**src/design/priority_rr_two_queue_scheduler_macros.svh**
```systemverilog
// Assertion macros for the two-queue scheduler
`ifndef PRIORITY_RR_TWO_QUEUE_SCHEDULER_MACROS_SVH
`define PRIORITY_RR_TWO_QUEUE_SCHEDULER_MACROS_SVH
// assert that prop holds on every clock edge outside reset
`define PRTQ_ASSERT(label, prop, msg) \
	label: assert property (@(posedge clk) disable iff (!arst_n) (prop)) else $error(msg);
// assert that cause is followed next cycle by effect
`define PRTQ_ASSERT_NEXT(label, cause, effect, msg) \
	label: assert property (@(posedge clk) disable iff (!arst_n) (cause) |=> (effect)) \
		else $error(msg);
`endif

```
**src/design/prtq_pkg.sv**
```systemverilog
// Shared types and constants for the two-queue scheduler
package prtq_pkg;
	localparam int MaxJobs = 16;
	localparam int IdxW = $clog2(MaxJobs);
	localparam int CntW = $clog2(MaxJobs + 1);
	localparam logic [7:0] QuantumReset = 8'd4;

	typedef struct packed {
		logic [7:0]  id;
		logic [7:0]  prio;
		logic [15:0] remaining;
	} job_t;

	typedef enum logic [2:0] {
		ST_IDLE,
		ST_SCAN,
		ST_DECIDE,
		ST_RUN,
		ST_DONE
	} state_t;

	// controller to datapath
	typedef struct packed {
		logic load;      // latch request fields, restart the scan
		logic scan_step; // examine one slot
		logic decide;    // arrive or choose work
		logic run;       // run one tick
		logic emit;      // drive result strobe
	} ctrl_t;

	// datapath to controller
	typedef struct packed {
		logic is_tick;
		logic scan_last;
	} stat_t;
endpackage

```
**src/design/prtq_ctrl.sv**
```systemverilog
// Controller state machine for the two-queue scheduler
module prtq_ctrl (
	input  logic            clk,
	input  logic            arst_n,
	input  logic            start,
	output logic            busy,
	output prtq_pkg::ctrl_t ctrl,
	input  prtq_pkg::stat_t stat
);
	prtq_pkg::state_t state_q, state_d;

	// state register
	always_ff @(posedge clk or negedge arst_n) begin
		if (!arst_n) state_q <= prtq_pkg::ST_IDLE;
		else state_q <= state_d;
	end

	// next state
	always_comb begin
		state_d = state_q;
		unique case (state_q)
			prtq_pkg::ST_IDLE:   if (start) state_d = prtq_pkg::ST_SCAN;
			prtq_pkg::ST_SCAN:   if (stat.scan_last) state_d = prtq_pkg::ST_DECIDE;
			prtq_pkg::ST_DECIDE: state_d = stat.is_tick ? prtq_pkg::ST_RUN : prtq_pkg::ST_DONE;
			prtq_pkg::ST_RUN:    state_d = prtq_pkg::ST_DONE;
			prtq_pkg::ST_DONE:   state_d = prtq_pkg::ST_IDLE;
			default:             state_d = prtq_pkg::ST_IDLE;
		endcase
	end

	// outputs
	always_comb begin
		ctrl = '0;
		busy = (state_q != prtq_pkg::ST_IDLE);
		unique case (state_q)
			prtq_pkg::ST_IDLE:   ctrl.load = start;
			prtq_pkg::ST_SCAN:   ctrl.scan_step = 1'b1;
			prtq_pkg::ST_DECIDE: ctrl.decide = 1'b1;
			prtq_pkg::ST_RUN:    ctrl.run = 1'b1;
			prtq_pkg::ST_DONE:   ctrl.emit = 1'b1;
			default: ;
		endcase
	end

	`include "priority_rr_two_queue_scheduler_macros.svh"
	`PRTQ_ASSERT(a_busy_idle, busy == (state_q != prtq_pkg::ST_IDLE), "busy mismatch")
	`PRTQ_ASSERT_NEXT(a_start_scan, start && !busy, state_q == prtq_pkg::ST_SCAN, "no scan")
	`PRTQ_ASSERT_NEXT(a_run_done, state_q == prtq_pkg::ST_RUN, ctrl.emit, "no emit")
endmodule

```
**src/design/prtq_datapath.sv**
```systemverilog
// Datapath: priority store, round-robin FIFO and running job
module prtq_datapath (
	input  logic            clk,
	input  logic            arst_n,
	input  prtq_pkg::ctrl_t ctrl,
	output prtq_pkg::stat_t stat,
	input  logic            command,
	input  logic [7:0]      job_id,
	input  logic [7:0]      job_priority,
	input  logic [15:0]     job_burst,
	input  logic            cfg_we,
	input  logic [7:0]      cfg_wdata,
	output logic            done,
	output logic            running_valid,
	output logic [7:0]      running_id,
	output logic            job_done,
	output logic            arrival_dropped
);
	localparam int N = prtq_pkg::MaxJobs;
	localparam int IW = prtq_pkg::IdxW;
	localparam int CW = prtq_pkg::CntW;

	prtq_pkg::job_t store_q [N];
	logic [N-1:0] pvalid_q;
	prtq_pkg::job_t fifo_q [N];
	logic [IW-1:0] head_q, tail_q;
	logic [CW-1:0] rcount_q, pused_q;
	prtq_pkg::job_t cur_q;
	logic cur_valid_q, cur_prio_q;
	logic [7:0] slice_q, quantum_q;
	logic cmd_q;
	prtq_pkg::job_t in_q;
	logic [IW-1:0] scan_q, best_q, free_q;
	logic best_ok_q, free_ok_q;
	logic rv_q, jd_q, drop_q;
	logic [7:0] rid_q;

	logic [7:0] slen;
	assign slen = (quantum_q == 8'd0) ? 8'd1 : quantum_q;
	assign stat.is_tick = cmd_q;
	assign stat.scan_last = (scan_q == IW'(N - 1));

	// quantum register
	always_ff @(posedge clk or negedge arst_n) begin
		if (!arst_n) quantum_q <= prtq_pkg::QuantumReset;
		else if (cfg_we) quantum_q <= cfg_wdata;
	end

	// request latch and sequential scan for best and free slot
	prtq_pkg::job_t sj, bj;
	logic better;
	assign sj = store_q[scan_q];
	assign bj = store_q[best_q];
	assign better = !best_ok_q || (sj.prio < bj.prio) || (sj.prio == bj.prio && sj.id < bj.id);
	always_ff @(posedge clk or negedge arst_n) begin
		if (!arst_n) begin
			cmd_q <= 1'b0; scan_q <= '0; best_q <= '0; free_q <= '0;
			best_ok_q <= 1'b0; free_ok_q <= 1'b0;
		end else if (ctrl.load) begin
			cmd_q <= command;
			scan_q <= '0; best_ok_q <= 1'b0; free_ok_q <= 1'b0;
		end else if (ctrl.scan_step) begin
			if (pvalid_q[scan_q] && better) begin
				best_q <= scan_q; best_ok_q <= 1'b1;
			end
			if (!pvalid_q[scan_q] && !free_ok_q) begin
				free_q <= scan_q; free_ok_q <= 1'b1;
			end
			if (!stat.scan_last) scan_q <= scan_q + 1'b1;
		end
	end
	always_ff @(posedge clk) begin
		if (ctrl.load) begin
			in_q.id <= job_id;
			in_q.prio <= job_priority;
			in_q.remaining <= (job_burst == 16'd0) ? 16'd1 : job_burst;
		end
	end

	// held count for admission
	logic [CW:0] held;
	assign held = {1'b0, pused_q} + {1'b0, rcount_q} + (CW+1)'(cur_valid_q);

	// decide and run
	logic push, pop, take, ins;
	prtq_pkg::job_t push_j;
	prtq_pkg::job_t fhead;
	assign fhead = fifo_q[head_q];
	always_comb begin
		push = 1'b0; pop = 1'b0; take = 1'b0; ins = 1'b0; push_j = cur_q;
		// a job whose slice runs out is queued with this tick already spent
		if (ctrl.run) push_j.remaining = cur_q.remaining - 16'd1;
		if (ctrl.decide && !cmd_q) ins = (held < (CW+1)'(N)) && free_ok_q;
		if (ctrl.decide && cmd_q) begin
			if (!cur_valid_q) begin
				if (best_ok_q) take = 1'b1;
				else if (rcount_q != '0) pop = 1'b1;
			end else if (best_ok_q && (!cur_prio_q || bj.prio < cur_q.prio)) begin
				take = 1'b1; push = 1'b1;
			end
		end
		if (ctrl.run && cur_valid_q && cur_q.remaining != 16'd1 && slice_q == 8'd1)
			push = 1'b1;
	end

	always_ff @(posedge clk) begin
		if (ins) store_q[free_q] <= in_q;
		if (push) fifo_q[tail_q] <= push_j;
	end

	always_ff @(posedge clk or negedge arst_n) begin
		if (!arst_n) begin
			pvalid_q <= '0; pused_q <= '0; head_q <= '0; tail_q <= '0; rcount_q <= '0;
			cur_q <= '0; cur_valid_q <= 1'b0; cur_prio_q <= 1'b0; slice_q <= 8'd4;
			rv_q <= 1'b0; rid_q <= '0; jd_q <= 1'b0; drop_q <= 1'b0;
		end else begin
			if (ctrl.load) begin
				rv_q <= 1'b0; rid_q <= '0; jd_q <= 1'b0; drop_q <= 1'b0;
			end
			if (ctrl.decide && !cmd_q) drop_q <= !ins;
			if (ins) begin
				pvalid_q[free_q] <= 1'b1; pused_q <= pused_q + 1'b1;
			end
			if (push) begin
				tail_q <= tail_q + 1'b1;
			end
			if (push && !pop) rcount_q <= rcount_q + 1'b1;
			else if (pop && !push) rcount_q <= rcount_q - 1'b1;
			if (pop) begin
				head_q <= head_q + 1'b1;
				cur_q <= fhead; cur_valid_q <= 1'b1; cur_prio_q <= 1'b0; slice_q <= slen;
			end
			if (take) begin
				pvalid_q[best_q] <= 1'b0; pused_q <= pused_q - 1'b1;
				cur_q <= bj; cur_valid_q <= 1'b1; cur_prio_q <= 1'b1; slice_q <= slen;
			end
			if (ctrl.run && cur_valid_q) begin
				rv_q <= 1'b1; rid_q <= cur_q.id;
				cur_q.remaining <= cur_q.remaining - 1'b1;
				if (cur_q.remaining == 16'd1) begin
					jd_q <= 1'b1; cur_valid_q <= 1'b0; cur_prio_q <= 1'b0; slice_q <= slen;
				end else begin
					slice_q <= slice_q - 1'b1;
					if (slice_q == 8'd1) begin
						cur_valid_q <= 1'b0; cur_prio_q <= 1'b0;
					end
				end
			end
		end
	end

	assign done = ctrl.emit;
	assign running_valid = rv_q;
	assign running_id = rid_q;
	assign job_done = jd_q;
	assign arrival_dropped = drop_q;

	`include "priority_rr_two_queue_scheduler_macros.svh"
	`PRTQ_ASSERT(a_held_cap, held <= (CW+1)'(N), "too many jobs held")
	`PRTQ_ASSERT(a_pused, pused_q == CW'($countones(pvalid_q)), "store count mismatch")
	`PRTQ_ASSERT(a_take_pop, !(take && pop), "take and pop together")
endmodule

```
**src/design/priority_rr_two_queue_scheduler.sv**
```systemverilog
// Sequence: a tick accepted in idle steps through scan, decide, run and done, and the result
// strobe comes in done; an arrival skips the run step.
// Busy is high while a request is being processed; a new request is taken only in idle.
// The time each request takes is set by the one-slot-per-cycle scan of the priority store.
// Results are strobed for one cycle; the receiver cannot stall.
// Asynchronous active-low reset empties both queues, idles the CPU, quantum 4.
module priority_rr_two_queue_scheduler (
	input  logic        clk,
	input  logic        arst_n,
	input  logic        start,
	output logic        busy,
	input  logic        command,
	input  logic [7:0]  job_id,
	input  logic [7:0]  job_priority,
	input  logic [15:0] job_burst,
	input  logic        cfg_we,
	input  logic [7:0]  cfg_wdata,
	output logic        done,
	output logic        running_valid,
	output logic [7:0]  running_id,
	output logic        job_done,
	output logic        arrival_dropped
);
	prtq_pkg::ctrl_t ctrl;
	prtq_pkg::stat_t stat;

	prtq_ctrl u_ctrl (
		.clk(clk), .arst_n(arst_n), .start(start), .busy(busy), .ctrl(ctrl), .stat(stat)
	);

	prtq_datapath u_dp (
		.clk(clk), .arst_n(arst_n), .ctrl(ctrl), .stat(stat),
		.command(command), .job_id(job_id), .job_priority(job_priority),
		.job_burst(job_burst), .cfg_we(cfg_we), .cfg_wdata(cfg_wdata),
		.done(done), .running_valid(running_valid), .running_id(running_id),
		.job_done(job_done), .arrival_dropped(arrival_dropped)
	);
endmodule

```
**config.mk**
```make
export PLATFORM = sky130hd
export DESIGN_NAME = priority_rr_two_queue_scheduler
export DESIGN_NICKNAME = d
export VERILOG_FILES = /design/src/design/prtq_pkg.sv /design/src/design/prtq_ctrl.sv /design/src/design/prtq_datapath.sv /design/src/design/priority_rr_two_queue_scheduler.sv
export VERILOG_INCLUDE_DIRS = /design/src /design/src/design
export SDC_FILE = /design/constraint.sdc
export NUM_CORES = 1
export LEC_CHECK = 0
export ABC_CLOCK_PERIOD_IN_PS = 6600
export BUFFER_PORTS_ARGS = -buffer_cell sky130_fd_sc_hd__buf_2
export CAP_MARGIN = 30
export CORE_ASPECT_RATIO = 1.4
export CORE_MARGIN = 2
export CORE_UTILIZATION = 55
export DETAILED_ROUTE_END_ITERATION = 16
export GPL_ROUTABILITY_DRIVEN = 0
export PLACE_DENSITY = 0.71
export REMOVE_ABC_BUFFERS = 1
export SYNTH_ARGS = -nofsm -noshare
export SYNTH_HDL_FRONTEND = slang
export SYNTH_SLANG_ARGS = --single-unit
export TNS_END_PERCENT = 10
```
**constraint.sdc**
```tcl
create_clock -name clk -period 6.6 [get_ports clk]
set_input_delay 0 -clock clk [delete_from_list [all_inputs] [get_ports clk]]
set_output_delay 0 -clock clk [all_outputs]
set_load 0.005 [all_outputs]
```
## After elaboration in Yosys (flattened, before gate mapping)

Memories as Yosys holds them, arrays and structs flattened.
Cells that the tools add are included.

| storage, ports and cells | value |
|---|---|
| bits in writable memories | 1,024 |
| input port bits | 45 |
| register bits | 145 |
| logic and storage cells | 182 |
| memories | 2 |
| output and inout port bits | 13 |

Memory list:

| memory | depth | bits a word | rd ports | clocked after Yosys merged registers in | wr ports | RTL line | RTL |
|---|---|---|---|---|---|---|---|
| u_dp.fifo_q | 16 | 32 | 1 | 0 | 1 | prtq_datapath.sv:25 | `prtq_pkg::job_t fifo_q [N];` |
| u_dp.store_q | 16 | 32 | 2 | 0 | 1 | prtq_datapath.sv:23 | `prtq_pkg::job_t store_q [N];` |

| cells by class | value |
|---|---|
| bitwise gates (word level) | 4 |
| reduce and logical (&&, ||, !) cells | 45 |
| muxes and demuxes | 73 |
| $add $sub $neg | 11 |
| magnitude comparators | 9 |
| eq/ne operators | 12 |

Operator list:

| kind | count |
|---|---|
| $mux 16 | 4 |
| $mux 32 | 2 |
| $mux 8 | 7 |
| $mux 1 | 46 |
| $lt 8x8->1 | 3 |
| $mux 5 | 4 |
| $and 16x16->16 | 1 |
| $eq 16x1->1 const B | 1 |
| $logic_not 16->1 | 1 |
| $ne 16x1->1 const B | 1 |
| $not 16->16 | 1 |
| $or 16x16->16 | 1 |
| $reduce_bool 2->1 | 8 |
| $sub 16x1->16 const B | 1 |
| $lt 4x5->1 const B | 3 |
| $logic_and 1x1->1 | 14 |
| $add 4x1->4 const B | 3 |
| $mux 4 | 3 |
| $pmux 3 s4 | 1 |
| $add 5x1->5 const B | 2 |
| $sub 5x1->5 const B | 2 |
| $mux 3 | 3 |
| $demux 1 s4 | 2 |
| $eq 8x1->1 const B | 1 |
| 21 further kinds | 39 |

## Longest topological paths before layout

Gate-level depths: netlist (run 1).
An unclocked memory read counts as a cell.

| logic depth | value |
|---|---|
| depth in word-level cells | 12 |
| depth in mapped cells | 19 |
| mapped depth without buffers | 16 |

## Cells and area by module

A second synthesis (run 1) with hierarchy kept.

| unflattened totals | value |
|---|---|
| cells, all modules | 2,332 |
| area, all modules | 48,328.9 um2 |

By module, submodules not included:

| module | cells an instance | area an instance (um2) | seq. area each (um2) | times used |
|---|---|---|---|---|
| prtq_datapath | 2,312 | 48,154.9 | 34,465.6 | 1 |
| prtq_ctrl | 20 | 173.9 | 75.1 | 1 |

## Worst setup path before layout (run 1)

Ideal clock, no wire load.

| timing path | value |
|---|---|
| kind | flip-flop to flip-flop |
| start | register u_dp.best_q[0] |
| end | memory u_dp.fifo_q[3][0] (netlist name) (enable) |
| slack | 0.092 ns |
| required time | 6.139 ns |
| arrival | 6.047 ns |
| path buffers | 3 |
| cell stages (with the launch flop) | 14 |
| period minus slack after synthesis | 6.508 ns |
| setup time | 0.461 ns |
| path through | dfrtp_1 clkbuf_1 clkbuf_1 clkbuf_1 mux4_2 mux4_2 ha_1 and4_1 and4_1 o21ai_2 a21boi_0 o22ai_2 nand2_1 nor3_1 |

| between the ends | value |
|---|---|
| cells in the longest elaborated chain, start to end | 10 |

Ends and longest elaborated chain:

| element | RTL line | RTL |
|---|---|---|
| from (decl) | prtq_datapath.sv:33 | `logic [IW-1:0] scan_q, best_q, free_q;` |
| from (signal assigned) | prtq_datapath.sv:57 | `cmd_q <= 1'b0; scan_q <= '0; best_q <= '0; free_q <= '0;` |
| from (signal assigned) | prtq_datapath.sv:64 | `best_q <= scan_q; best_ok_q <= 1'b1;` |
| $mem_v2 16x32 | -- |  |
| $lt 8x8->1 | prtq_datapath.sv:98 | `end else if (best_ok_q && (!cur_prio_q \|\| bj.prio < cur_q.prio)) begin` |
| $logic_or 1x1->1 | prtq_datapath.sv:98 |  |
| $logic_and 1x1->1 | prtq_datapath.sv:98 |  |
| $mux 1 | prtq_datapath.sv:98 |  |
| $mux 1 | prtq_datapath.sv:95 | `if (!cur_valid_q) begin` |
| $mux 1 | prtq_datapath.sv:94 | `if (ctrl.decide && cmd_q) begin` |
| $mux 1 | prtq_datapath.sv:102 | `if (ctrl.run && cur_valid_q && cur_q.remaining != 16'd1 && slice_q == 8'd1)` |
| via u_dp.push | prtq_datapath.sv:85 | `logic push, pop, take, ins;` |
| $mux 1 | prtq_datapath.sv:108 | `if (push) fifo_q[tail_q] <= push_j;` |
| $mux 1 (implied by the code) | prtq_datapath.sv:108 |  |
| to (decl) | prtq_datapath.sv:25 |  |

The timed path passes the listed nets, and every way through them passes these cells.

## Worst setup path after layout (run 1)

| timing path | value |
|---|---|
| start | register u_dp.best_q[0] |
| end | memory u_dp.fifo_q[13][7] (netlist name) (enable) |

The elaborated chain is that of the path after synthesis.

==> summary.txt, run 1 <==
Status
  – Outcome: finished, final reports clean

Global route
  – Initial antenna violation count: 0
  – Pin count of the biggest net entering global routing: 131
  – Grt ovf: 0
  – Vias in the first global route: about 25000
  – All-Layer GR Usage: 24.5%
  – First-pass GRT wire length: approximately 160 mm

Synthesis
  – Ys Warns: 0
  – Unique cell type count in the Yosys netlist: 66
  – Syn Area/Cell: 20.7 um2
  – Top FF cell, synth: edfxtp_1
  – Number of synthesized flops with an enable pin: 1056
  – Sequential share of the synthesized area: 71.9%
  – Synthesized area: 48100 um2
  – Syn Inst Count: 2326
  – Async SR Flop Fraction: 9.67%
  – #FFs+latches synth: 1169

Pwr
  – Sequential share of power: 46.3%
  – Total Power: around 0.021 W
  – Pwr Density: slightly below 400 nW/um2
  – Clock power frac: 29.3%
  – Pint: 0.0152 W
  – Logic pwr share: 24.4%
  – Leakage power: 17.7 nW
  – Worst vdd ir: 257 uV
  – P_sw: 0.00625 W
  – Sw Share: 29.2%

Die
  – Core box area: 86800 um2
  – Die area: 89800 um2
  – Io pins: 58
  – Rows: 128
  – Die H: 354 um
  – Die width: 254 um
  – Initial core utilization: between 50% and 60%

Clocking
  – Clock insertion delay at the later pin of the skew report: approximately 0.7 ns
  – CTS resizes: 0
  – Clk slew on worst S/H paths: 0.06 ns
  – Post-CTS Setup Repair Bufs: 0
  – Clock Path Buffers: 3
  – CTS tree: yes
  – CTS buffer count: 106
  – Clock Sinks: 1169
  – CTS H-tree depth: 3
  – Root Buffer: clkbuf_16

Worst hold path
  – Hold Path Class: primary input to flop
  – Hold Path Depth: 2
  – HP Start: job_id[5]

Drt
  – Aggregate routed wire length: about 110 mm
  – DR pass1 iterations: 5
  – Post-DRT Antenna Nets: 0
  – DR vias/cell: 6.37
  – Drt drc: 0
  – Vias after detailed routing: 23896
  – Routed len/inst: 28.4 um
  – Iter 0 DRT Violations: 2843

Timing
  – Clock skew: 0.0195 ns
  – Worst Tran Pin Value: 1.11 ns
  – Final-report setup violation count: 0
  – Final worst path period need: 5.35 ns
  – Final WS setup: 1.25 ns
  – Hold Fails Final Rpt: 0
  – Max-slew headroom: 25.7%
  – RSZ-0062 raised after global routing: no
  – Tcrit/Tclk final: 81.0%
  – Max-slew violation count: 0
  – Fmax: 187 MHz
  – Hold WS: just under 0.04 ns
  – Setup TNS: 0 ns

Cells and area
  – Inserted Diodes: 0
  – Register area: about 35000 um2
  – Multi-input combinational cell area: 13000 um2
  – Fill count: 5932
  – Layout cells sized above 1: 29.7%
  – # nets final: around 2600
  – Synth-to-Final Area Change: 13.5%
  – Cell Count, Final, Fillers Out: 3749

Place
  – HPWL after DPL: 65.0 mm
  – Placed cells: 3482
  – Port bufs: 57
  – Place WS: 1.22 ns

Worst setup path
  – Worst-path fanout max: 46
  – Critical path launch point: u_dp.best_q[0]
  – Endpoint arrival time on the critical path: between 5 and 6 ns
  – WP data required: 6.89 ns
  – Largest stage delay, worst path: 1.01 ns
  – CP Capture Type: flop
  – Crit path kind: flop to flop
  – Cell depth of the worst flop-to-flop path: 10
  – FF-to-FF Start: u_dp.best_q[0]
  – Slowest cell on crit path: dfrtp_4
  – Crit start category: flop
  – Crit-path cells: mux4_2 > mux4_2 > ha_1 > and4_1 > and4_1 > o21ai_2 > a21boi_0 > o22ai_2 > nand2_1 > nor2_4

Run
  – Max cap viols: 0
-- registers in the layout, indices dropped and copies added, names as in the netlist, 5 cells and up --
register         count
u_dp.cur_q          32
u_dp.fifo_q        512
u_dp.in_q           32
u_dp.pused_q         5
u_dp.pvalid_q       16
u_dp.quantum_q       8
u_dp.rcount_q        5
u_dp.running_id      8
u_dp.slice_q         8
u_dp.store_q       512
-- synthesized netlist by cell type, types with 15 or more instances --
| cell type | instances | area (um2) |
|---|---|---|
| a21oi_1 | 30 | 150 |
| nor2_1 | 69 | 259 |
| xor2_1 | 15 | 131 |
| clkbuf_1 | 101 | 379 |
| mux4_2 | 403 | 9080 |
| mux2_2 | 15 | 169 |
| mux2i_1 | 20 | 200 |
| edfxtp_1 | 1056 | 31700 |
| nand2_1 | 96 | 360 |
| ha_1 | 44 | 551 |
| nor3_1 | 27 | 135 |
| xnor2_1 | 20 | 175 |
| nand3_1 | 32 | 160 |
| o21ai_0 | 38 | 190 |
| inv_1 | 46 | 173 |
| dfrtp_1 | 111 | 2780 |
| buf_1 | 35 | 131 |
-- power by group through the flow --
stage / Combinational [W] / Sequential (W) / Clock, W
final: 0.00524 / 0.00992 / 0.00629
after global placement: 0.00505 / 0.0100 / 0
after global routing: 0.00564 / 0.0100 / 0.00665
after floorplan: 0.00365 / 0.0101 / 0
after CTS: 0.00526 / 0.00992 / 0.00638
after detailed placement: 0.00520 / 0.0101 / 0
-- cells in the final DEF (no fill, tap or decap), types with 36 or more instances in the layout --
master,instances
edfxtp_1,1056
mux4_2,403
clkbuf_16,110
dfrtp_1,101
nand2_1,96
buf_4,63
dlygate4sd3_1,62
buf_2,56
nor2_1,48
inv_1,45
ha_1,44
o21ai_0,36
-- worst max-delay path: cells and delay by family, from the launching register on --
kind / cells / cell delay (ns)
simple gates: 4 / 1.77
mux: 2 / 1.15
flops: 1 / 1.01
compound gates: 3 / 0.61
fa+ha+maj: 1 / 0.33
-- per-stage QoR --
step	cell area, um2	util [%]
finish	54500	62.8
global route	54500	62.8
CTS	54500	62.8
detailed placement	50300	57.9
global placement	50000	57.6
floorplan	47500	-
-- kinds of logic after synthesis --
kind of cell,after synthesis,synth area share [%]
buffers and inverters,191,1.53
xor gates and xnor gates,35,0.638
AOI/OAI and AO/OA,157,2.24
and+or+nand+nor,290,2.84
DFF,1169,71.9
muxes,438,19.7
adders and majority gates,46,1.23
-- per-layer routing --
metal  up-vias  track usage [%]  wire (um)
met1     12718             33.3      41600
met4         0             8.69       3240
li1       9996                -          -
met3       204             3.46       6680
met2       978             40.9      55100
met5         -                0          0
-- final cells by class --
| cell class | count | area share [%] |
|---|---|---|
| clock buffer | 144 | 5.34 |
| clock inverter | 56 | 1.21 |
| inverter | 46 | 0.317 |
| multi-input combinational | 966 | 23.9 |
| sequential | 1169 | 63.4 |
| tap | 1170 | 2.68 |
| timing repair buffer | 198 | 3.18 |
-- final timing paths --
check / end / slack, ns
worst max-delay path: u_dp.fifo_q[13][7] / 1.25
worst min-delay path: u_dp.in_q[29] / 0.04
worst max register to register: u_dp.fifo_q[13][7] / 1.25
worst min register to register: u_dp.pvalid_q[0] / 0.50
max in group asynchronous: u_dp.best_q[1] / 5.14
min in group asynchronous: u_dp.quantum_q[2] / 0.45
-- timing repair --
item,in CTS,in global routing
hold endpoints to repair,85,0
setup endpoints to repair,0,0
hold buffers,63,0
(Power assumes the default switching activity.)
==> run 2: changes to the inputs <==
--- a/config.mk
+++ b/config.mk
@@ -6,7 +6,8 @@
 export SDC_FILE = /design/constraint.sdc
 export NUM_CORES = 1
 export LEC_CHECK = 0
-export ABC_CLOCK_PERIOD_IN_PS = 6600
+export ABC_AREA = 1
+export ABC_CLOCK_PERIOD_IN_PS = 4700
 export BUFFER_PORTS_ARGS = -buffer_cell sky130_fd_sc_hd__buf_2
 export CAP_MARGIN = 30
 export CORE_ASPECT_RATIO = 1.4
==> constraint.sdc (replaced) <==
create_clock -name clk -period 4.7 [get_ports clk]
set_input_delay 0 -clock clk [delete_from_list [all_inputs] [get_ports clk]]
set_output_delay 0 -clock clk [all_outputs]
set_load 0.005 [all_outputs]
==> summary.txt, run 2 <==
Status
  – Outcome: finished, final reports clean (unchanged)

Timing
  – Fmax: 228 MHz (was 187 MHz)
  – Tcrit/Tclk final: 93.2% (was 81.0%)
  – Final worst path period need: 4.38 ns (was 5.35 ns)
  – Max-slew violation count: 0 (unchanged)
  – Clock skew: 0.0364 ns (was 0.0195 ns)
  – Max-slew headroom: 33.3% (was 25.7%)
  – Final-report setup violation count: 0 (unchanged)
  – Hold Fails Final Rpt: 0 (unchanged)
  – Setup TNS: 0 ns (unchanged)
  – Final WS setup: 0.318 ns (was 1.25 ns)
  – Hold WS: 0.0226 ns (was 0.0394 ns)
  – RSZ-0062 raised after global routing: no (unchanged)
  – Worst Tran Pin Value: 1.00 ns (was 1.11 ns)

Worst hold path
  – Hold Path Class: primary input to flop (unchanged)

Synthesis
  – #FFs+latches synth: 1169 (unchanged)
  – Commonest cells post-synth: 1056 x edfxtp_1, 505 x o21ai_0, 387 x nand2_1 (was 1056 x edfxtp_1, 403 x mux4_2, 111 x dfrtp_1)
  – Top FF cell, synth: edfxtp_1 (unchanged)
  – Number of synthesized flops with an enable pin: 1056 (unchanged)
  – Area share of the largest cell type after synthesis: 64.7% (was 66.0%)
  – Sequential share of the synthesized area: 70.5% (was 71.9%)
  – Synth top area cells: edfxtp_1 65%, dfrtp_1 5.7%, o21ai_0 5.2%, a22oi_1 3.8%, nand2_1 3.0% (was edfxtp_1 66%, mux4_2 19%, dfrtp_1 5.8%, ha_1 1.1%, clkbuf_1 0.79%)
  – Most frequent cell after synthesis: edfxtp_1 (unchanged)
  – Unique cell type count in the Yosys netlist: 54 (was 66)
  – Async SR Flop Fraction: 9.67% (unchanged)
  – Post-synth top area cell: edfxtp_1 (unchanged)
  – Ys Warns: 0 (unchanged)
  – Syn Inst Count: 3852 (was 2326)
  – Synthesized area: 49000 um2 (was 48100 um2)
  – Syn Area/Cell: 12.7 um2 (was 20.7 um2)

Pwr
  – Clock power frac: 27.1% (was 29.3%)
  – Pint: 0.0204 W (was 0.0152 W)
  – Sw Share: 34.4% (was 29.2%)
  – Leakage power: 19.3 nW (was 17.7 nW)
  – Total Power: 0.0311 W (was 0.0214 W)
  – Sequential share of power: 44.2% (was 46.3%)
  – Logic pwr share: 28.7% (was 24.4%)
  – P_sw: 0.0107 W (was 0.00625 W)
  – Pwr Density: 561 nW/um2 (was 393 nW/um2)
  – Worst vdd ir: 467 uV (was 257 uV)

Cells and area
  – Register area: 34600 um2 (about the same)
  – Fill count: 6637 (was 5932)
  – Layout cells sized above 1: 10.1% (was 29.7%)
  – Commonest non-fill, non-tap cell in the layout: edfxtp_1 (unchanged)
  – Synth-to-Final Area Change: 12.9% (was 13.5%)
  – Largest regs: u_dp.fifo_q (512), u_dp.store_q (512) (unchanged)
  – Multi-input combinational cell area: 12800 um2 (was 13000 um2)
  – # nets final: 4049 (was 2578)
  – Inserted Diodes: 0 (unchanged)
  – Most frequent cells in the layout: 1056 x edfxtp_1, 501 x o21ai_0, 387 x nand2_1 (was 1056 x edfxtp_1, 403 x mux4_2, 110 x clkbuf_16)
  – Cell Count, Final, Fillers Out: 5217 (was 3749)

Worst setup path
  – Endpoint arrival time on the critical path: 4.96 ns (was 5.64 ns)
  – Crit path kind: flop to flop (unchanged)
  – CP Capture Type: flop (unchanged)
  – Crit start category: flop (unchanged)
  – WP data required: 5.28 ns (was 6.89 ns)
  – Worst-path fanout max: 58 (was 46)

Drt
  – DR vias/cell: 6.22 (was 6.37)
  – Aggregate routed wire length: 127 mm (was 107 mm)
  – DR pass1 iterations: 6 (was 5)
  – Iter 0 DRT Violations: 3656 (was 2843)
  – Routed len/inst: 24.3 um (was 28.4 um)
  – Post-DRT Antenna Nets: 0 (unchanged)
  – Drt drc: 0 (unchanged)
  – Vias after detailed routing: 32435 (was 23896)

Clocking
  – Clk slew on worst S/H paths: 0.07 ns (was 0.06 ns)
  – Clock insertion delay at the later pin of the skew report: 0.70 ns (was 0.69 ns)
  – Clock Path Buffers: 3 (unchanged)
  – Root Buffer: clkbuf_16 (unchanged)
  – CTS H-tree depth: 3 (unchanged)
  – CTS buffer count: 103 (was 106)
  – Clock Sinks: 1169 (unchanged)
  – CTS tree: yes (unchanged)

Place
  – Place WS: 0.452 ns (was 1.22 ns)
  – HPWL after DPL: 74.1 mm (was 65.0 mm)
  – Placed cells: 4966 (was 3482)
  – Port bufs: 57 (unchanged)

Global route
  – Initial antenna violation count: 3 (was 0)
  – Grt ovf: 0 (unchanged)
  – All-Layer GR Usage: 27.2% (was 24.5%)
  – First-pass GRT wire length: 189 mm (was 161 mm)
  – Vias in the first global route: 31742 (was 24889)
  – Pin count of the biggest net entering global routing: 119 (was 131)

Run
  – Max cap viols: 0 (unchanged)

Die
  – Rows: 129 (was 128)
  – Initial core utilization: 55.5% (was 55.4%)
  – Core box area: 88300 um2 (was 86800 um2)
  – Die width: 256 um (was 254 um)
  – Die area: 91600 um2 (was 89800 um2)
  – Io pins: 58 (unchanged)
  – Die H: 357 um (was 354 um)
[run 2: path summary, 6_finish.rpt]
| path | from | to | slack [ns] | cells after the start |
|---|---|---|---|---|
| hold / removal | job_id[1] | u_dp.in_q[25] | 0.02 | 2 |
| setup / recovery | u_dp.best_q[0] | u_dp.best_q[3] | 0.32 | 16 |
| min in group asynchronous | arst_n | u_dp.cur_q[18] | 0.51 | 4 |
| setup reg to reg | u_dp.best_q[0] | u_dp.best_q[3] | 0.32 | 16 |
| hold reg to reg | u_dp.running_valid | u_dp.running_valid | 0.47 | 2 |
| max in group asynchronous | arst_n | u_dp.slice_q[2] | 3.70 | 4 |
[run 2: cell families (layout without fill, tap and decap cells)]
logic type,Yosys count,count (layout),share of synthesized area (%)
and+or+nand+nor,795,796,6.61
DFF,1169,1169,70.5
buffers and inverters,499,684,4.03
muxes,129,129,2.64
AOI/OAI and AO/OA,1188,1188,14.6
adders and majority gates,46,46,1.20
xor gates and xnor gates,26,26,0.464
[run 2: metrics by stage]
step / cell area (um2) / utilization [%]
6_report: 55300 / 62.7
3_5_place_dp: 51300 / 58.2
3_3_place_gp: 51300 / 58.1
4_1_cts: 55300 / 62.7
5_1_grt: 55300 / 62.7
2_1_floorplan: 48000 / -
[run 2: timing repair]
action	in CTS	in global routing
resized for setup	0	0
hold buffers	65	0
hold endpoints to repair	118	0
buffers inserted	0	0
endpoints found under the setup margin	0	1
[run 2: power groups by stage]
stage	clock network [W]	logic (W)	registers, W
after floorplan	0	0.00557	0.0139
after global placement	0	0.00848	0.0139
after detailed placement	0	0.00871	0.0139
after CTS	0.00848	0.00881	0.0137
after global routing	0.00888	0.00982	0.0138
final	0.00842	0.00893	0.0137
[run 2: area by class of cell]
cell class,count,share of cell area [%]
Clock buffer,131,5.00
Clock inverter,54,1.00
Inverter,250,1.71
Multi-Input combinational cell,2185,23.1
Sequential cell,1169,62.4
Tap cell,1179,2.67
Timing Repair Buffer,249,4.04
[run 2: metal layers]
layer	part of all wire, %	vias to the layer above	global-route usage, %
met3	7.8	327	4.05
met4	3.9	4	11.8
met2	51	1591	47.5
met1	38	16023	34.0
met5	0.016	-	0
li1	-	14490	-
[run 2: critical path, cell delays in order (launching register included)]
cell	delay, ns
dfrtp_1	0.43
buf_4	0.22
nor2_2	0.72
buf_4	0.56
buf_4	0.67
a22oi_1	0.15
a21boi_0	0.25
a2111oi_2	0.09
ha_1	0.22
a21oi_1	0.20
o2111ai_1	0.12
nor2_1	0.10
nand2_1	0.09
nand2_1	0.14
nand2_1	0.13
nand2_1	0.08
nand2_1	0.05
